### src/fwp_pkg.sv
// ----------------------------------------------------------------------------
// fwp_pkg
// constants shared by the fbg frame wavelength parser and its checker
// ----------------------------------------------------------------------------
`default_nettype none

package fwp_pkg;

  localparam int POS_W = 10;
  localparam int OFF_W = 6;
  localparam int CH_W  = 4;
  localparam int WL_W  = 21;
  localparam int IDX_W = 5;

  localparam logic [POS_W-1:0] FIRST_BLOCK = 10'd3;
  localparam logic [POS_W-1:0] LAST_BYTE   = 10'd993;
  localparam logic [POS_W-1:0] POS_MAX     = 10'd1023;
  localparam logic [POS_W-1:0] POS_HDR0    = 10'd0;
  localparam logic [POS_W-1:0] POS_HDR1    = 10'd1;
  localparam logic [POS_W-1:0] POS_PRE     = 10'd2;
  localparam logic [OFF_W-1:0] OFF_LAST    = 6'd61;

  localparam logic [7:0] HDR_NULL       = 8'h00;
  localparam logic [7:0] HDR_ASCII_ZERO = 8'h30;
  localparam logic [7:0] HDR_ASCII_E    = 8'h45;
  localparam logic [7:0] HDR_BAD_FIRST  = 8'h01;
  localparam logic [7:0] HDR_BAD_SECOND = 8'h02;
  localparam logic [7:0] HDR_LOWER_BANK = 8'd12;

  localparam logic [IDX_W-1:0] PAIRS_PER_CH = 5'd30;
  localparam int               POINTS_KEPT_DEFAULT = 20;

  localparam logic [WL_W-1:0] BASE_RESET = 21'd1520000;
  localparam logic [WL_W-1:0] WL_MAX     = 21'h1FFFFF;

endpackage

`default_nettype wire

### src/fbg_frame_wavelength_parser_core.sv
// ----------------------------------------------------------------------------
// fbg frame wavelength parser core
// Takes one datagram byte per item and emits one wavelength result, in pm,
// on the high byte of each kept point of each channel block. Every item is
// handled in the cycle it is accepted, so the block takes one byte per cycle;
// results land in an output register backed by a one-entry skid register, and
// input stall rises only while both hold a result. Channel and offset within
// a block come from counters stepped per byte, not from the byte position.
// Frames with a bad header are dropped until the next frame start.
// ----------------------------------------------------------------------------
`default_nettype none

module fbg_frame_wavelength_parser_core #(
  parameter int POINTS_KEPT = fwp_pkg::POINTS_KEPT_DEFAULT
) (
  input  wire logic                     clk,
  input  wire logic                     rst,
  input  wire logic                     in_valid,
  output logic                          in_stall,
  input  wire logic [7:0]               data_byte,
  input  wire logic                     frame_start,
  output logic                          out_valid,
  input  wire logic                     out_stall,
  output logic [4:0]                    channel,
  output logic [fwp_pkg::IDX_W-1:0]     point_index,
  output logic [fwp_pkg::WL_W-1:0]      wavelength_pm,
  input  wire logic                     cfg_valid,
  output logic                          cfg_ready,
  input  wire logic [fwp_pkg::WL_W-1:0] base_wavelength_pm
);

  logic [fwp_pkg::WL_W-1:0]  base_pm;
  logic [fwp_pkg::POS_W-1:0] byte_position;
  logic [7:0]                first_header_byte;
  logic                      upper_bank;
  logic                      frame_dropped;
  logic [7:0]                point_count;
  logic [7:0]                held_low_byte;
  logic [fwp_pkg::OFF_W-1:0] offset;
  logic [fwp_pkg::CH_W-1:0]  chan;

  logic                      skid_valid;
  logic [4:0]                skid_channel;
  logic [fwp_pkg::IDX_W-1:0] skid_index;
  logic [fwp_pkg::WL_W-1:0]  skid_wl;

  logic                      in_fire;
  logic                      out_fire;
  logic [fwp_pkg::POS_W-1:0] pos_eff;
  logic                      active;
  logic                      in_block;
  logic [fwp_pkg::IDX_W-1:0] pair_idx;
  logic                      emit;
  logic                      res_valid;
  logic [fwp_pkg::WL_W:0]    wl_sum;
  logic [fwp_pkg::WL_W-1:0]  res_wl;
  logic [4:0]                res_channel;

  logic [fwp_pkg::POS_W-1:0] byte_position_next;
  logic [7:0]                first_header_byte_next;
  logic                      upper_bank_next;
  logic                      frame_dropped_next;
  logic [7:0]                point_count_next;
  logic [7:0]                held_low_byte_next;
  logic [fwp_pkg::OFF_W-1:0] offset_next;
  logic [fwp_pkg::CH_W-1:0]  chan_next;

  function automatic logic [fwp_pkg::IDX_W-1:0] pair_index_of(
    input logic [fwp_pkg::OFF_W-1:0] off
  );
    logic [fwp_pkg::OFF_W-1:0] half;
    half = (off >> 1) - 6'd1;
    return half[fwp_pkg::IDX_W-1:0];
  endfunction

  assign cfg_ready = 1'b1;
  assign in_stall  = skid_valid;
  assign in_fire   = in_valid && !in_stall;
  assign out_fire  = out_valid && !out_stall;

  assign pos_eff  = frame_start ? fwp_pkg::POS_HDR0 : byte_position;
  assign active   = frame_start || !frame_dropped;
  assign in_block = (pos_eff >= fwp_pkg::FIRST_BLOCK) && (pos_eff <= fwp_pkg::LAST_BYTE);
  assign pair_idx = pair_index_of(offset);

  assign emit = active && in_block && (offset != '0) && !offset[0]
                && (pair_idx < POINTS_KEPT[fwp_pkg::IDX_W-1:0]);
  assign res_valid = in_fire && emit;

  // pair wavelength, zero past the signed point count, saturating at WL_MAX
  always_comb begin
    wl_sum = {1'b0, base_pm} + {6'd0, data_byte, held_low_byte};
    if (point_count[7] || ({2'b00, pair_idx} >= point_count[6:0])) begin
      res_wl = '0;
    end else if (wl_sum[fwp_pkg::WL_W]) begin
      res_wl = fwp_pkg::WL_MAX;
    end else begin
      res_wl = wl_sum[fwp_pkg::WL_W-1:0];
    end
    res_channel = {upper_bank, chan};
  end

  always_comb begin
    byte_position_next     = (pos_eff < fwp_pkg::POS_MAX) ? pos_eff + 10'd1 : pos_eff;
    first_header_byte_next = first_header_byte;
    upper_bank_next        = upper_bank;
    frame_dropped_next     = frame_start ? 1'b0 : frame_dropped;
    point_count_next       = point_count;
    held_low_byte_next     = held_low_byte;
    if (pos_eff == fwp_pkg::POS_PRE) begin
      offset_next = '0;
      chan_next   = '0;
    end else if (offset == fwp_pkg::OFF_LAST) begin
      offset_next = '0;
      chan_next   = chan + 4'd1;
    end else begin
      offset_next = offset + 6'd1;
      chan_next   = chan;
    end
    if (active) begin
      if (pos_eff == fwp_pkg::POS_HDR0) begin
        first_header_byte_next = data_byte;
        if (data_byte == fwp_pkg::HDR_NULL || data_byte == fwp_pkg::HDR_ASCII_ZERO) begin
          frame_dropped_next = 1'b1;
        end
      end else if (pos_eff == fwp_pkg::POS_HDR1) begin
        if (data_byte == fwp_pkg::HDR_ASCII_E
            || (first_header_byte == fwp_pkg::HDR_BAD_FIRST
                && data_byte == fwp_pkg::HDR_BAD_SECOND)) begin
          frame_dropped_next = 1'b1;
        end
        upper_bank_next = (data_byte != fwp_pkg::HDR_LOWER_BANK);
      end else if (in_block) begin
        if (offset == '0) begin
          point_count_next = data_byte;
        end else if (offset[0]) begin
          held_low_byte_next = data_byte;
        end
      end
    end
  end

  always_ff @(posedge clk) begin
    if (rst) begin
      base_pm           <= fwp_pkg::BASE_RESET;
      byte_position     <= '0;
      first_header_byte <= '0;
      upper_bank        <= 1'b0;
      frame_dropped     <= 1'b1;
      point_count       <= '0;
      held_low_byte     <= '0;
      offset            <= '0;
      chan              <= '0;
    end else begin
      if (cfg_valid && cfg_ready) begin
        base_pm <= base_wavelength_pm;
      end
      if (in_fire) begin
        byte_position     <= byte_position_next;
        first_header_byte <= first_header_byte_next;
        upper_bank        <= upper_bank_next;
        frame_dropped     <= frame_dropped_next;
        point_count       <= point_count_next;
        held_low_byte     <= held_low_byte_next;
        offset            <= offset_next;
        chan              <= chan_next;
      end
    end
  end

  // output register with one skid entry behind it
  always_ff @(posedge clk) begin
    if (rst) begin
      out_valid  <= 1'b0;
      skid_valid <= 1'b0;
    end else if (skid_valid) begin
      if (out_fire) begin
        skid_valid <= 1'b0;
      end
    end else if (res_valid) begin
      if (!out_valid || out_fire) begin
        out_valid <= 1'b1;
      end else begin
        skid_valid <= 1'b1;
      end
    end else if (out_fire) begin
      out_valid <= 1'b0;
    end
  end

  always_ff @(posedge clk) begin
    if (skid_valid) begin
      if (out_fire) begin
        channel       <= skid_channel;
        point_index   <= skid_index;
        wavelength_pm <= skid_wl;
      end
    end else if (res_valid) begin
      if (!out_valid || out_fire) begin
        channel       <= res_channel;
        point_index   <= pair_idx;
        wavelength_pm <= res_wl;
      end else begin
        skid_channel <= res_channel;
        skid_index   <= pair_idx;
        skid_wl      <= res_wl;
      end
    end
  end

endmodule

`default_nettype wire

### config.mk
export PLATFORM = sky130hd
export DESIGN_NAME = fbg_frame_wavelength_parser_core
export DESIGN_NICKNAME = d
export VERILOG_FILES = /design/src/fwp_pkg.sv /design/src/fbg_frame_wavelength_parser_core.sv
export SDC_FILE = /design/constraint.sdc
export NUM_CORES = 1
export LEC_CHECK = 0
export ABC_AREA = 0
export BUFFER_PORTS_ARGS = -buffer_cell sky130_fd_sc_hd__buf_2
export CAP_MARGIN = 20
export CORE_ASPECT_RATIO = 0.7
export CORE_MARGIN = 5
export CORE_UTILIZATION = 55
export DETAILED_ROUTE_END_ITERATION = 16
export GPL_TIMING_DRIVEN = 0
export PLACE_DENSITY = 0.75
export SYNTH_ARGS = -nofsm -noshare
export SYNTH_HDL_FRONTEND = slang
export SYNTH_SLANG_ARGS = --single-unit
### constraint.sdc
create_clock -name clk -period 4.95 [get_ports clk]
set_clock_uncertainty 0.05 [all_clocks]
set_input_delay 1.2375 -clock clk [delete_from_list [all_inputs] [get_ports clk]]
set_output_delay 1.2375 -clock clk [all_outputs]
set_load 0.005 [all_outputs]
# [Word level (Yosys, flattened, before mapping)]
# Index checks and enable logic that the tools add are counted.
# Widths: inputs -> output; s select.
[op_classes] add_sub_neg=5 magnitude_cmp=5 eq_ne=10 muxes=33 n_bitwise=5 reduce_logical=35
[ops] op="$mux 21" n=6
[ops] op="$mux 5" n=8
[ops] op="$add 21x16->22" n=1
[ops] op="$mux 10" n=2
[ops] op="$mux 1" n=13
[ops] op="$mux 6" n=2
[ops] op="$reduce_and 3->1" n=4
[ops] op="$add 10x1->10 const B" n=1
[ops] op="$eq 10x1->1 const B" n=1
[ops] op="$eq 10x2->1 const B" n=1
[ops] op="$ge 10x2->1 const B" n=1
[ops] op="$le 10x10->1 const B" n=1
[ops] op="$logic_not 10->1" n=1
[ops] op="$lt 10x10->1 const B" n=1
[ops] op="$logic_and 1x1->1" n=9
[ops] op="$eq 8x1->1 const B" n=1
[ops] op="$eq 8x2->1 const B" n=1
[ops] op="$eq 8x6->1 const B" n=1
[ops] op="$eq 8x7->1 const B" n=1
[ops] op="$logic_not 8->1" n=1
[ops] op="$mux 4" n=2
[ops] op="$ne 8x4->1 const B" n=1
[ops] op="$reduce_bool 2->1" n=4
[ops] op="$ge 5x7->1" n=1
[ops] op="15 further kinds" n=28
[totals] register_bits=131 inputBits=35 out_inout_bits=34 elab_cells=110

# [Depth between registers and ports, before layout]
# Gate-level depths: netlist (run 1).
[logic_depth] word_depth=10 ltp_mapped=11 depth_no_buf=10

# [Worst setup path after synthesis (run 1)]
# Ideal clock, no wire load.
[synth_path] path_type="input -> register" start="input port frame_start" end="register channel[0], enable pin" setup_time_ps=430 arrival_ps=4055 t_required_ps=4470 slack_ps=416 stages=9 n_path_buf=1 path_cell_list="clkbuf_1 nand2b_1 inv_1 ha_1 o21ai_0 a41oi_1 o2111a_1 a21oi_1 a21oi_1"
[synth_via] elab_chain_cells=10 word_cells_on_any_way=12 cone_classes="order compare: 2; mux: 1; reduce/logical: 9"
[synth_lines] item="start, declared" line_no="fbg_frame_wavelength_parser_core.sv:21" rtl="input wire logic frame_start,"
[synth_lines] item="$mux 10" line_no="fbg_frame_wavelength_parser_core.sv:81" rtl="assign pos_eff = frame_start ? fwp_pkg::POS_HDR0 : byte_position;"
[synth_lines] item="$ge 10x2->1 or $le 10x10->1 (tied branches)" line_no="fbg_frame_wavelength_parser_core.sv:83" rtl="assign in_block = (pos_eff >= fwp_pkg::FIRST_BLOCK) && (pos_eff <= fwp_pkg::LAST_BYTE);"
[synth_lines] item="$logic_and 1x1->1" line_no="fbg_frame_wavelength_parser_core.sv:83"
[synth_lines] item="$logic_and 1x1->1 (*) (3 in a row)" line_no="fbg_frame_wavelength_parser_core.sv:86" rtl="assign emit = active && in_block && (offset != '0) && !offset[0]"
[synth_lines] item="$logic_and 1x1->1 (*)" line_no="fbg_frame_wavelength_parser_core.sv:87" rtl="&& (pair_idx < POINTS_KEPT[fwp_pkg::IDX_W-1:0]);"
[synth_lines] item="$logic_and 1x1->1 (*)" line_no="fbg_frame_wavelength_parser_core.sv:88" rtl="assign res_valid = in_fire && emit;"
[synth_lines] item="$reduce_bool 2->1 (no line) (*)"
[synth_lines] item="$reduce_and 3->1 (no line) (*)"
[synth_lines] item="end signal, assigned" line_no="fbg_frame_wavelength_parser_core.sv:194" rtl="channel <= skid_channel;"
[synth_lines] item="end signal, assigned" line_no="fbg_frame_wavelength_parser_core.sv:200" rtl="channel <= res_channel;"
[synth_lines] item="end, declared" line_no="fbg_frame_wavelength_parser_core.sv:24" rtl="output logic [4:0] channel,"
# Mark *: on every way between the ends. The rest lies on a longest branch, timed or not.
# A chain may end at the register's enable or synchronous reset.

# [Final worst setup path (run 1)]
[layout_path] start="input port frame_start" end="register wavelength_pm[15] in the netlist's numbering, enable pin"
[layout_via] elab_chain_cells=10 word_cells_on_any_way=12 cone_classes="order compare: 2; mux: 1; reduce/logical: 9"
[layout_lines] item="$mux 10" line_no="fbg_frame_wavelength_parser_core.sv:81"
[layout_lines] item="$ge 10x2->1 or $le 10x10->1 (tied branches)" line_no="fbg_frame_wavelength_parser_core.sv:83"
[layout_lines] item="$logic_and 1x1->1" line_no="fbg_frame_wavelength_parser_core.sv:83"
[layout_lines] item="$logic_and 1x1->1 (*) (3 in a row)" line_no="fbg_frame_wavelength_parser_core.sv:86"
[layout_lines] item="$logic_and 1x1->1 (*)" line_no="fbg_frame_wavelength_parser_core.sv:87"
[layout_lines] item="$logic_and 1x1->1 (*)" line_no="fbg_frame_wavelength_parser_core.sv:88"
[layout_lines] item="$reduce_bool 2->1 (no line) (*)"
[layout_lines] item="$reduce_and 3->1 (no line) (*)"
[layout_lines] item="end signal, assigned" line_no="fbg_frame_wavelength_parser_core.sv:196" rtl="wavelength_pm <= skid_wl;"
[layout_lines] item="end signal, assigned" line_no="fbg_frame_wavelength_parser_core.sv:202" rtl="wavelength_pm <= res_wl;"
[layout_lines] item="end, declared" line_no="fbg_frame_wavelength_parser_core.sv:26" rtl="output logic [fwp_pkg::WL_W-1:0] wavelength_pm,"
# Marks and branches as above.

==> results of run 1 <==
routing by layer:
layer  part of all wire  GRT usage  up-vias
li1                   -          -     2548
met1               0.48     0.3503     2588
met5                  0          0        -
met4              0.010    0.06404        0
met2               0.44     0.3721      185
met3              0.071    0.05474       19
critical path, cell delays in order:
cell and delay, ns:
clkbuf_1 0.20, nand2b_1 0.28, inv_1 0.11, ha_1 0.23, o21ai_0 0.12, a41oi_1 0.33, o2111a_1 0.35, a21oi_1 0.10
a21oi_4 0.74
cell families after synthesis:
family | count (synthesis) | synth area share
and+or+nand+nor | 237 | 0.1712
AOI/OAI and AO/OA | 135 | 0.1354
DFF | 131 | 0.4916
buffers and inverters | 54 | 0.03432
muxes | 44 | 0.06884
adders and majority gates | 33 | 0.06372
xor gates and xnor gates | 25 | 0.03433
other | 1 | 0.0005684
sequential cells by signal, indices dropped and copies added, names as in the netlist, 6 cells and up:
| signal | cells |
|---|---|
| base_pm | 21 |
| skid_wl | 21 |
| wavelength_pm | 21 |
| byte_position | 10 |
| first_header_byte | 8 |
| held_low_byte | 8 |
| point_count | 8 |
| offset | 6 |
cell usage after synthesis, types with 2 or more instances:
cell      count  area (µm²)
nand4_1       5       31.28
buf_2         2       10.01
dfxtp_1      69        1381
a221oi_2      2       30.03
a21oi_2       4       35.03
edfxtp_1     62        1862
a41oi_1       5       43.79
mux2_2       11       123.9
a31oi_1      10       62.56
nor3_1       12       60.06
a21o_1        5       37.54
o211ai_1      3       22.52
a21oi_1      39       195.2
a211o_1       8       70.07
o21ai_1      12       60.06
mux2i_1      33       330.3
a22oi_1       4       30.03
buf_1         2       7.510
nand2_1      53       198.9
buf_4         3       22.52
inv_1        20       75.07
nor2_1       92       345.3
clkbuf_1     23       86.33
and3_1        7       43.79
nor2b_1      15       93.84
nor4b_1       4       35.03
and3_4        2       22.52
or3_1         4       25.02
nand3_1      19       95.09
o21ai_0      24       120.1
nor4_1        3       18.77
and2_1        3       18.77
clkbuf_2      2       10.01
xnor2_1      15       131.4
nand2b_1     11       68.82
xor2_1        9       78.83
o31ai_2       2       25.02
ha_1         32       400.4
power by group:
part / leakage, nW / internal, mW / switching (mW)
sequential: 1.10 / 1.15 / 0.0171
combinational: 1.57 / 0.0979 / 0.168
clock: 0.289 / 0.800 / 0.498
how the worst max path moves through the flow:
stage	startpoint	to	depth (start not counted)
after floorplan	frame_start	channel[0]	9
after detailed placement	frame_start	wavelength_pm[10]	9
after CTS	frame_start	wavelength_pm[13]	9
after global routing	frame_start	wavelength_pm[3]	9
after global placement	frame_start	wavelength_pm[10]	9
final	frame_start	wavelength_pm[15]	9
stage by stage:
stage,hold slack (ns),cells,utilization
2_1_floorplan,0.3768,660,-
3_3_place_gp,0.3892,882,0.6071
3_5_place_dp,0.3978,883,0.6104
4_1_cts,0.4103,915,0.6621
5_1_grt,0.4384,915,0.6621
6_report,0.4144,915,0.6621
cell type report:
cell class | instances | area, µm²
fill | 942 | 3963
sequential | 131 | 3243
multi-input combinational | 475 | 3139
clock buffer | 18 | 429.2
timing repair buffer | 66 | 352.8
tap | 157 | 196.4
clock inverter | 14 | 176.4
buffer | 33 | 147.6
inverter | 21 | 78.83
==> key figures, run 1 <==
Clock network
  – Number of CTS-inserted buffers: 17
  – CTS Buffer Depth: 2
  – CTS resizes: 0
  – H-tree depth: 4
  – Clk slew on worst S/H paths: 0.06 ns
  – Post-CTS Setup Inserts: 0
  – CTS Hold Bufs: 0
  – Clock Sinks: between 100 and 150
  – Root Buffer: clkbuf_16
  – CTS tree: built
  – Worst skew pair latency: 0.42 ns

Critical path
  – WP data arrival: between 3 and 4 ns
  – Req. time, crit path: around 5 ns
  – Worst reg2reg startpoint: offset[1]
  – R2R depth: 11
  – Reg2reg end: wavelength_pm[17]
  – Startpoint Class: input port
  – Worst R2R Setup Slack: approximately 1.7 ns
  – CP Capture Type: register
  – CP Max Fanout: 31
  – Critical path type: in -> reg

STA
  – Final Max Tran Viols: 0
  – Period utilization: 0.7533
  – Worst Max-Slew Pin Slew: about 0.95 ns
  – RSZ-0062 raised after global routing: no
  – Setup_tns: 0 ns
  – Min Clock Period, post-route: around 3.7 ns
  – Setup ws final: about 1.2 ns
  – Finish-stage setup viols: 0
  – Final hold vios: 0
  – Relative slew slack: 0.3635
  – FMAX: between 0.2 and 0.3 GHz

Die
  – FP Rows: 33
  – Die height: between 100 and 150 µm
  – Initial Utilization: 0.5626
  – Core Area: around 12000 µm²
  – Die Area: approximately 14000 µm²
  – Die width: roughly 140 µm
  – IO Count: just under 70

Yosys
  – FFs w/ async S/R, synth: 0
  – Synth cell types: 67
  – Number of synthesized flops with an enable pin: 62
  – Number of synthesized register bits: between 100 and 150
  – Mapped Cells: 660
  – Synthesized net count: approximately 730
  – Ys flop type: dfxtp_1
  – Synthesized cell area: 6598 µm²
  – Seq/Total Area, Yosys: 0.4916
  – Synthesized area per cell: about 10 µm²
  – YS warnings: 0

Drt
  – DR vias/cell: 5.836
  – 1st-iter DRT viols: approximately 450
  – Routed Antenna Nets: 0
  – Length of the first detailed-routing pass in iterations: 5
  – DR WL/cell: 18.43 µm
  – Final wirelength: ~17 mm
  – Vias: roughly 5.3k
  – DR DRC count: 0

Hold path
  – Hold Crit Start: first_header_byte[5]
  – Worst hold stages: 2
  – Hold endpoint: first_header_byte[5]
  – Hold Path Class: reg -> reg

Finish
  – Finished Cell Area: about 7800 µm²
  – ANT cells: 0
  – Commonest non-fill, non-tap cell in the layout: nor2_1
  – Most frequent cells in the layout: 92 x nor2_1, 69 x dfxtp_1, 67 x buf_2, 62 x edfxtp_1, 53 x nand2_1
  – Synthesis-to-finish area growth: 17.68%
  – Final-stage net count: 813
  – Share of layout cells above drive strength 1: 0.1781

Job
  – Maxcap violations: 0

GRT
  – First-pass GRT wire length: 26.74 mm
  – Vias in the first global route: 5128
  – Overflow after GRT: 0
  – Largest net degree at the start of global routing: 32
  – Initial antenna violation count: 0
  – GRT Util Overall: 0.2426

Placement
  – Hpwl dp: around 12 mm
  – Setup WS pre-CTS: ~0.8 ns
  – Post-DP Area: approximately 7200 µm²
  – Port buffer count: 65
  – RePlAce Congestion: slightly below 0.9

Power
  – Power Total: ~2.7 mW
  – P_leak: 2.962 nW
  – Peak supply drop: ~0.27 mV
  – Pwr dens: 351.8 nW/µm²

Outcome
  – Status: complete, no violations
Note: power is estimated with default switching activity, not from simulation.
==> run 2, diff against run 1 <==
==> constraint.sdc (replaced) <==
create_clock -name clk -period 3.45 [get_ports clk]
set_clock_uncertainty 0.05 [all_clocks]
set_input_delay 0.8625 -clock clk [delete_from_list [all_inputs] [get_ports clk]]
set_output_delay 0.8625 -clock clk [all_outputs]
set_load 0.005 [all_outputs]
==> run 2 against run 1 <==
Final area increased by 0.44%. Power increased by 44%. Critical path type is now reg -> reg. Routed wire length about the same. Largest cell class unchanged. Non-clock buffer count unchanged. Register-to-register slack got worse by 1.5 ns. Die area unchanged. Sequential power increased by 44%. Critical endpoint is now wavelength_pm[19]. Sequential cell count unchanged. Global-route usage decreased by 0.13 points. First-iteration DRC count increased by 17%. Critical path depth increased by 1. Sequential share of layout area decreased by 0.18 points.
==> key figures, run 2 (same netlist as run 1, synthesis figures left out) <==
Drt
  – Length of the first detailed-routing pass in iterations: 6
  – Vias: approximately 5.4k
  – DR WL/cell: 18.43 µm
  – DR DRC count: 0
  – Routed Antenna Nets: 0
  – DR vias/cell: a little under 6
  – 1st-iter DRT viols: approximately 530
  – Final wirelength: approximately 17 mm

Critical path
  – Worst setup path startpoint: offset[1]
  – Startpoint Class: register
  – Largest stage delay, worst path: around 0.48 ns
  – Delay-heaviest family, CP: compound AO/OA/AOI/OAI gates
  – Worst reg2reg startpoint: offset[1]
  – CP max stage cell: dfxtp_1
  – Sum of buffers and inverters on the critical path: 2
  – Critical path type: reg -> reg
  – Crit path top cell by count: ha_1
  – WP data arrival: 3.39 ns
  – CP Max Fanout: 10
  – Req. time, crit path: roughly 3.6 ns
  – Worst-path cell chain: inv_1 > ha_1 > xor2_1 > ha_1 > a21o_1 > a21oi_1 > o21ai_1 > nand2b_1 > clkbuf_2 > a22oi_1
  – CP Capture Type: register

Clock network
  – Clock Sinks: approximately 130
  – Worst skew pair latency: ~0.42 ns
  – CTS tree: built
  – H-tree depth: 4
  – CTS Buffer Depth: 2
  – Post-CTS Setup Inserts: 0
  – Number of CTS-inserted buffers: 17
  – Clk slew on worst S/H paths: roughly 0.06 ns
  – Root Buffer: clkbuf_16

STA
  – Final hold vios: 0
  – Period utilization: 0.9285
  – Worst Max-Slew Pin Slew: 0.8411 ns
  – RSZ-0062 raised after global routing: no
  – Final hold slack: slightly above 0.4 ns
  – Min Clock Period, post-route: 3.203 ns
  – Finish-stage setup viols: 0
  – Final Max Tran Viols: 0
  – FMAX: between 0.3 and 0.4 GHz
  – Relative slew slack: 0.4393

Power
  – Pint: 2.950 mW
  – Logic pwr share: 0.097
  – Peak supply drop: roughly 0.43 mV
  – P_leak: 2.982 nW
  – Switching Power: approximately 0.99 mW
  – Pwr dens: 505.8 nW/µm²
  – Clk pwr share: 0.478
  – Sw Share: 0.2519
  – Power Total: approximately 3.9 mW
  – Reg power frac: 0.425

Finish
  – Area of the multi-input gates: approximately 3200 µm²
  – Filler instances: roughly 900
  – Share of layout cells above drive strength 1: 0.1858
  – Reg area: roughly 3200 µm²
  – Non-filler cells, final: 916
  – Most frequent cells in the layout: 92 x nor2_1, 69 x dfxtp_1, 67 x buf_2, 62 x edfxtp_1, 53 x nand2_1
  – Final-stage net count: between 800 and 900
  – Biggest regs: base_pm x21, skid_wl x21, wavelength_pm x21
  – ANT cells: 0
  – Commonest non-fill, non-tap cell in the layout: nor2_1
  – Synthesis-to-finish area growth: 18.19%

Placement
  – Hpwl dp: 12.12 mm
  – RePlAce Congestion: approximately 0.87
  – DP Cell Count: roughly 880
  – Port buffer count: 65

Hold path
  – Hold Crit Start: first_header_byte[0]
  – Hold Path Class: reg -> reg

Die
  – Core Area: 11730 µm²
  – FP Rows: 33
  – Initial Utilization: 0.5626
  – Die height: slightly above 100 µm
  – Die width: between 100 and 150 µm
  – IO Count: 69
  – Die Area: between 10000 and 15000 µm²

Job
  – Maxcap violations: 0

GRT
  – Initial antenna violation count: 0
  – Overflow after GRT: 0
  – Vias in the first global route: ~5.1k
  – GRT Util Overall: 0.2414
  – First-pass GRT wire length: approximately 27 mm
  – Largest net degree at the start of global routing: 32

Outcome
  – Status: complete, no violations
[run 2: changes by cell type in the layout (fill, tap and decap cells not counted)]
cell        before  now
clkbuf_1        24   22
clkbuf_2         2    4
clkinv_4         1    3
a21oi_4          1    2
and3_1           7    6
and3_2           0    1
buf_1            2    1
clkinv_1         2    1
clkinvlp_4       2    1
inv_8            1    2
[run 2: stage by stage]
| stage | area (µm²) | TNS (ns) | setup WS, ns | utilization |
|---|---|---|---|---|
| after floorplan | 6609 | 0 | 0.09280 | - |
| after global placement | 7131 | -24.10 | -0.5291 | 0.6081 |
| after detailed placement | 7158 | -12.74 | -0.2813 | 0.6104 |
| after CTS | 7777 | 0 | 0.1036 | 0.6633 |
| after global routing | 7797 | 0 | 0.07956 | 0.6650 |
| final | 7797 | 0 | 0.2468 | 0.6650 |
[run 2: tightest hold or removal path, stage by stage, from the launching register on]
cell     delay [ns]
dfxtp_1        0.30
nand2_1        0.05
a21oi_1        0.06
[run 2: metal layers]
layer / routed length [µm] / track usage
met5: 0 / 0
met4: 282 / 0.08042
met3: 1445 / 0.06418
met2: 7255 / 0.3555
met1: 7900 / 0.3474
[run 2: final cells by class]
class	instances	share of cell area
Tap cell	157	0.02519
Sequential cell	131	0.4159
Inverter	21	0.01011
Timing Repair Buffer	66	0.04525
Clock inverter	15	0.02487
Clock buffer	17	0.05456
Buffer	33	0.01926
Multi-Input combinational cell	476	0.4048
[run 2: final timing paths]
check                          to  slack, ns  cells past startpoint
min          first_header_byte[0]       0.41                      2
max reg2reg     wavelength_pm[19]       0.25                     10
max             wavelength_pm[19]       0.25                     10
min reg2reg  first_header_byte[0]       0.41                      2
[run 2: power groups by stage]
stage | logic, mW | clock network, mW | registers (mW)
floorplan | 0.256 | 0 | 1.70
global placement | 0.358 | 0 | 1.71
detailed placement | 0.369 | 0 | 1.71
CTS | 0.374 | 1.90 | 1.68
global route | 0.422 | 1.99 | 1.68
finish | 0.382 | 1.88 | 1.68
[run 2: timing repair]
| action | CTS | global route |
|---|---|---|
| setup endpoints to repair | 0 | 67 |
| hold buffers | 0 | 0 |
| resized for setup | 0 | 5 |
==> run 3, diff against run 2 <==
--- a/config.mk
+++ b/config.mk
@@ -5,7 +5,7 @@
 export SDC_FILE = /design/constraint.sdc
 export NUM_CORES = 1
 export LEC_CHECK = 0
-export ABC_AREA = 0
+export ABC_AREA = 1
 export BUFFER_PORTS_ARGS = -buffer_cell sky130_fd_sc_hd__buf_2
 export CAP_MARGIN = 20
 export CORE_ASPECT_RATIO = 0.7
@@ -14,6 +14,8 @@
 export DETAILED_ROUTE_END_ITERATION = 16
 export GPL_TIMING_DRIVEN = 0
 export PLACE_DENSITY = 0.75
+export SETUP_SLACK_MARGIN = 0.4
+export SLEW_MARGIN = 25
 export SYNTH_ARGS = -nofsm -noshare
 export SYNTH_HDL_FRONTEND = slang
 export SYNTH_SLANG_ARGS = --single-unit
==> run 3 against run 2 <==
Maximum frequency up 12%. Sequential share of layout area down 3.8 points. Cell count up 32%. Non-clock buffer count down 7. Sequential cell count unchanged. Critical endpoint is now wavelength_pm[7]. Highest routed layer unchanged.
==> key figures, run 3 <==
Yosys
  – Yosys top cell area share: 0.2525
  – Most frequent cell after synthesis: nand2_1
  – Most area-hungry cell type in the Yosys netlist: edfxtp_1
  – Synth cell types: 53
  – Synth area leaders: edfxtp_1 25%, dfxtp_1 19%, nand2_1 12%, inv_1 6.2%, ha_1 5.4%
  – Number of synthesized register bits: 131
  – Mapped Cells: between 900 and 1k
  – Seq/Total Area, Yosys: 0.4398
  – Synthesized net count: roughly 1k
  – Post-synth top cells: 237 x nand2_1, 121 x inv_1, 91 x nor2_1
  – Number of synthesized flops with an enable pin: a little over 60
  – YS warnings: 0
  – Synthesized area per cell: 7.819 µm²
  – FFs w/ async S/R, synth: 0
  – Ys flop type: dfxtp_1
  – Synthesized cell area: roughly 7400 µm²

GRT
  – GRT Max-Usage Layer: met1
  – GRT Util Overall: 0.2343
  – Vias in the first global route: 5780
  – Met2 Use GR: 0.3246
  – Overflow after GRT: 0
  – Initial antenna violation count: 0
  – First-pass GRT wire length: 29.55 mm
  – GRT met1 Usage: 0.3743
  – GR Util met3: 0.03929
  – Largest net degree at the start of global routing: 32

Finish
  – Non-filler cells, final: 1208
  – Commonest non-fill, non-tap cell in the layout: nand2_1
  – Biggest regs: base_pm x21, skid_wl x21, wavelength_pm x21
  – Filler instances: 1124
  – Share of layout cells above drive strength 1: 0.1622
  – Synthesis-to-finish area growth: 16.48%
  – ANT cells: 0
  – Most frequent cells in the layout: 237 x nand2_1, 120 x inv_1, 90 x nor2_1, 68 x buf_2, 68 x dfxtp_1
  – Final-stage net count: approximately 1.1k

Power
  – P_leak: about 3.8 nW
  – Power Total: 4.083 mW
  – Peak supply drop: 0.4040 mV
  – Pwr dens: 475.4 nW/µm²

Clock network
  – Clock Sinks: 131
  – CTS tree: built
  – H-tree depth: 4
  – Worst skew pair latency: 0.41 ns
  – CTS Buffer Depth: 2
  – Number of CTS-inserted buffers: 17
  – Root Buffer: clkbuf_16
  – Clk slew on worst S/H paths: roughly 0.06 ns
  – CTS Hold Bufs: 0

STA
  – Final Max Tran Viols: 0
  – FMAX: about 0.35 GHz
  – Relative slew slack: 0.5622
  – Min Clock Period, post-route: between 2 and 3 ns
  – Final hold vios: 0
  – Final hold slack: 0.3786 ns
  – RSZ-0062 raised after global routing: yes
  – Period utilization: 0.8256
  – Finish-stage setup viols: 0
  – Setup_tns: 0 ns
  – Worst Max-Slew Pin Slew: ~0.66 ns

Drt
  – Vias: ~6.5k
  – Final wirelength: 18.42 mm
  – DR WL/cell: ~15 µm
  – DR vias/cell: 5.352
  – Length of the first detailed-routing pass in iterations: 5
  – 1st-iter DRT viols: ~590
  – DR DRC count: 0
  – Routed Antenna Nets: 0

Job
  – Maxcap violations: 0

Critical path
  – WP data arrival: approximately 2.8 ns
  – CP Max Fanout: 16
  – CP Capture Type: register
  – Worst R2R Setup Slack: a little over 0.6 ns
  – Startpoint Class: input port
  – Critical path type: in -> reg
  – R2R depth: 12
  – Req. time, crit path: ~3.5 ns

Placement
  – Port buffer count: 65
  – Hpwl dp: approximately 14 mm
  – DP Cell Count: around 1.2k
  – RePlAce Congestion: 0.9540

Hold path
  – Hold Path Class: reg -> reg
  – Worst hold stages: 0

Die
  – Core Area: between 10000 and 15000 µm²
  – Die height: approximately 110 µm
  – Die Area: approximately 16000 µm²
  – FP Rows: 35
  – Die width: 148.4 µm
  – Initial Utilization: 0.5612
  – IO Count: 69

Outcome
  – Status: complete, no violations
## run 3: power breakdown
group | internal [mW] | switching, mW
registers | 1.66 | 0.0208
logic | 0.152 | 0.308
clock network | 1.23 | 0.721
total | 3.03 | 1.05
## run 3: worst max-delay path: stages
cell	delay, ns
buf_6	0.13
nor2_2	0.22
ha_1	0.21
inv_1	0.09
nand3_1	0.19
inv_2	0.06
nor2_4	0.21
nand3_1	0.29
a21oi_4	0.57
## run 3: through the flow
| stage | util | area, µm² | worst slack [ns] |
|---|---|---|---|
| 2_1_floorplan | - | 7387 | 0.4374 |
| 3_3_place_gp | 0.6029 | 7920 | 0.01085 |
| 3_5_place_dp | 0.6029 | 7920 | 0.04357 |
| 4_1_cts | 0.6516 | 8561 | 0.4788 |
| 5_1_grt | 0.6537 | 8588 | 0.3656 |
| 6_report | 0.6537 | 8588 | 0.6016 |
## run 3: cells by family (layout without fill, tap and decap cells)
kind of cell	after synthesis	count (layout)	share of synthesized area
xor gates and xnor gates	19	19	0.02257
other	1	1	0.0005086
buffers and inverters	155	253	0.08671
and+or+nand+nor	459	459	0.2859
adders and majority gates	33	33	0.05702
DFF	131	131	0.4398
AOI/OAI and AO/OA	145	146	0.1074
## run 3: cell type report
cell class / instances / area (µm²) / share of cell area
multi-input combinational: 658 / 3528 / 0.4108
sequential: 131 / 3244 / 0.3778
inverter: 129 / 498.0 / 0.05798
clock buffer: 19 / 432.9 / 0.05041
timing repair buffer: 66 / 332.8 / 0.03875
tap: 166 / 207.7 / 0.02418
clock inverter: 13 / 198.9 / 0.02316
buffer: 26 / 145.1 / 0.01690
## run 3: final timing paths
| kind | startpoint | to |
|---|---|---|
| hold / removal | upper_bank | skid_channel[4] |
| setup / recovery | frame_start | wavelength_pm[7] |
| setup reg to reg | offset[1] | wavelength_pm[8] |
| hold reg to reg | upper_bank | skid_channel[4] |
## run 3: repair_timing
item | CTS | global route
gates cloned | 0 | 1
hold endpoints to repair | 0 | 0
endpoints found under the setup margin | 4 | 37
pin swaps | 0 | 2
setup buffers | 0 | 1
gates resized for setup | 2 | 4
## run 3: per-layer routing
metal	up-vias	routed length (µm)
li1	3260	-
met1	2913	9313
met2	270	7252
met3	22	1629
met4	0	228
met5	-	0
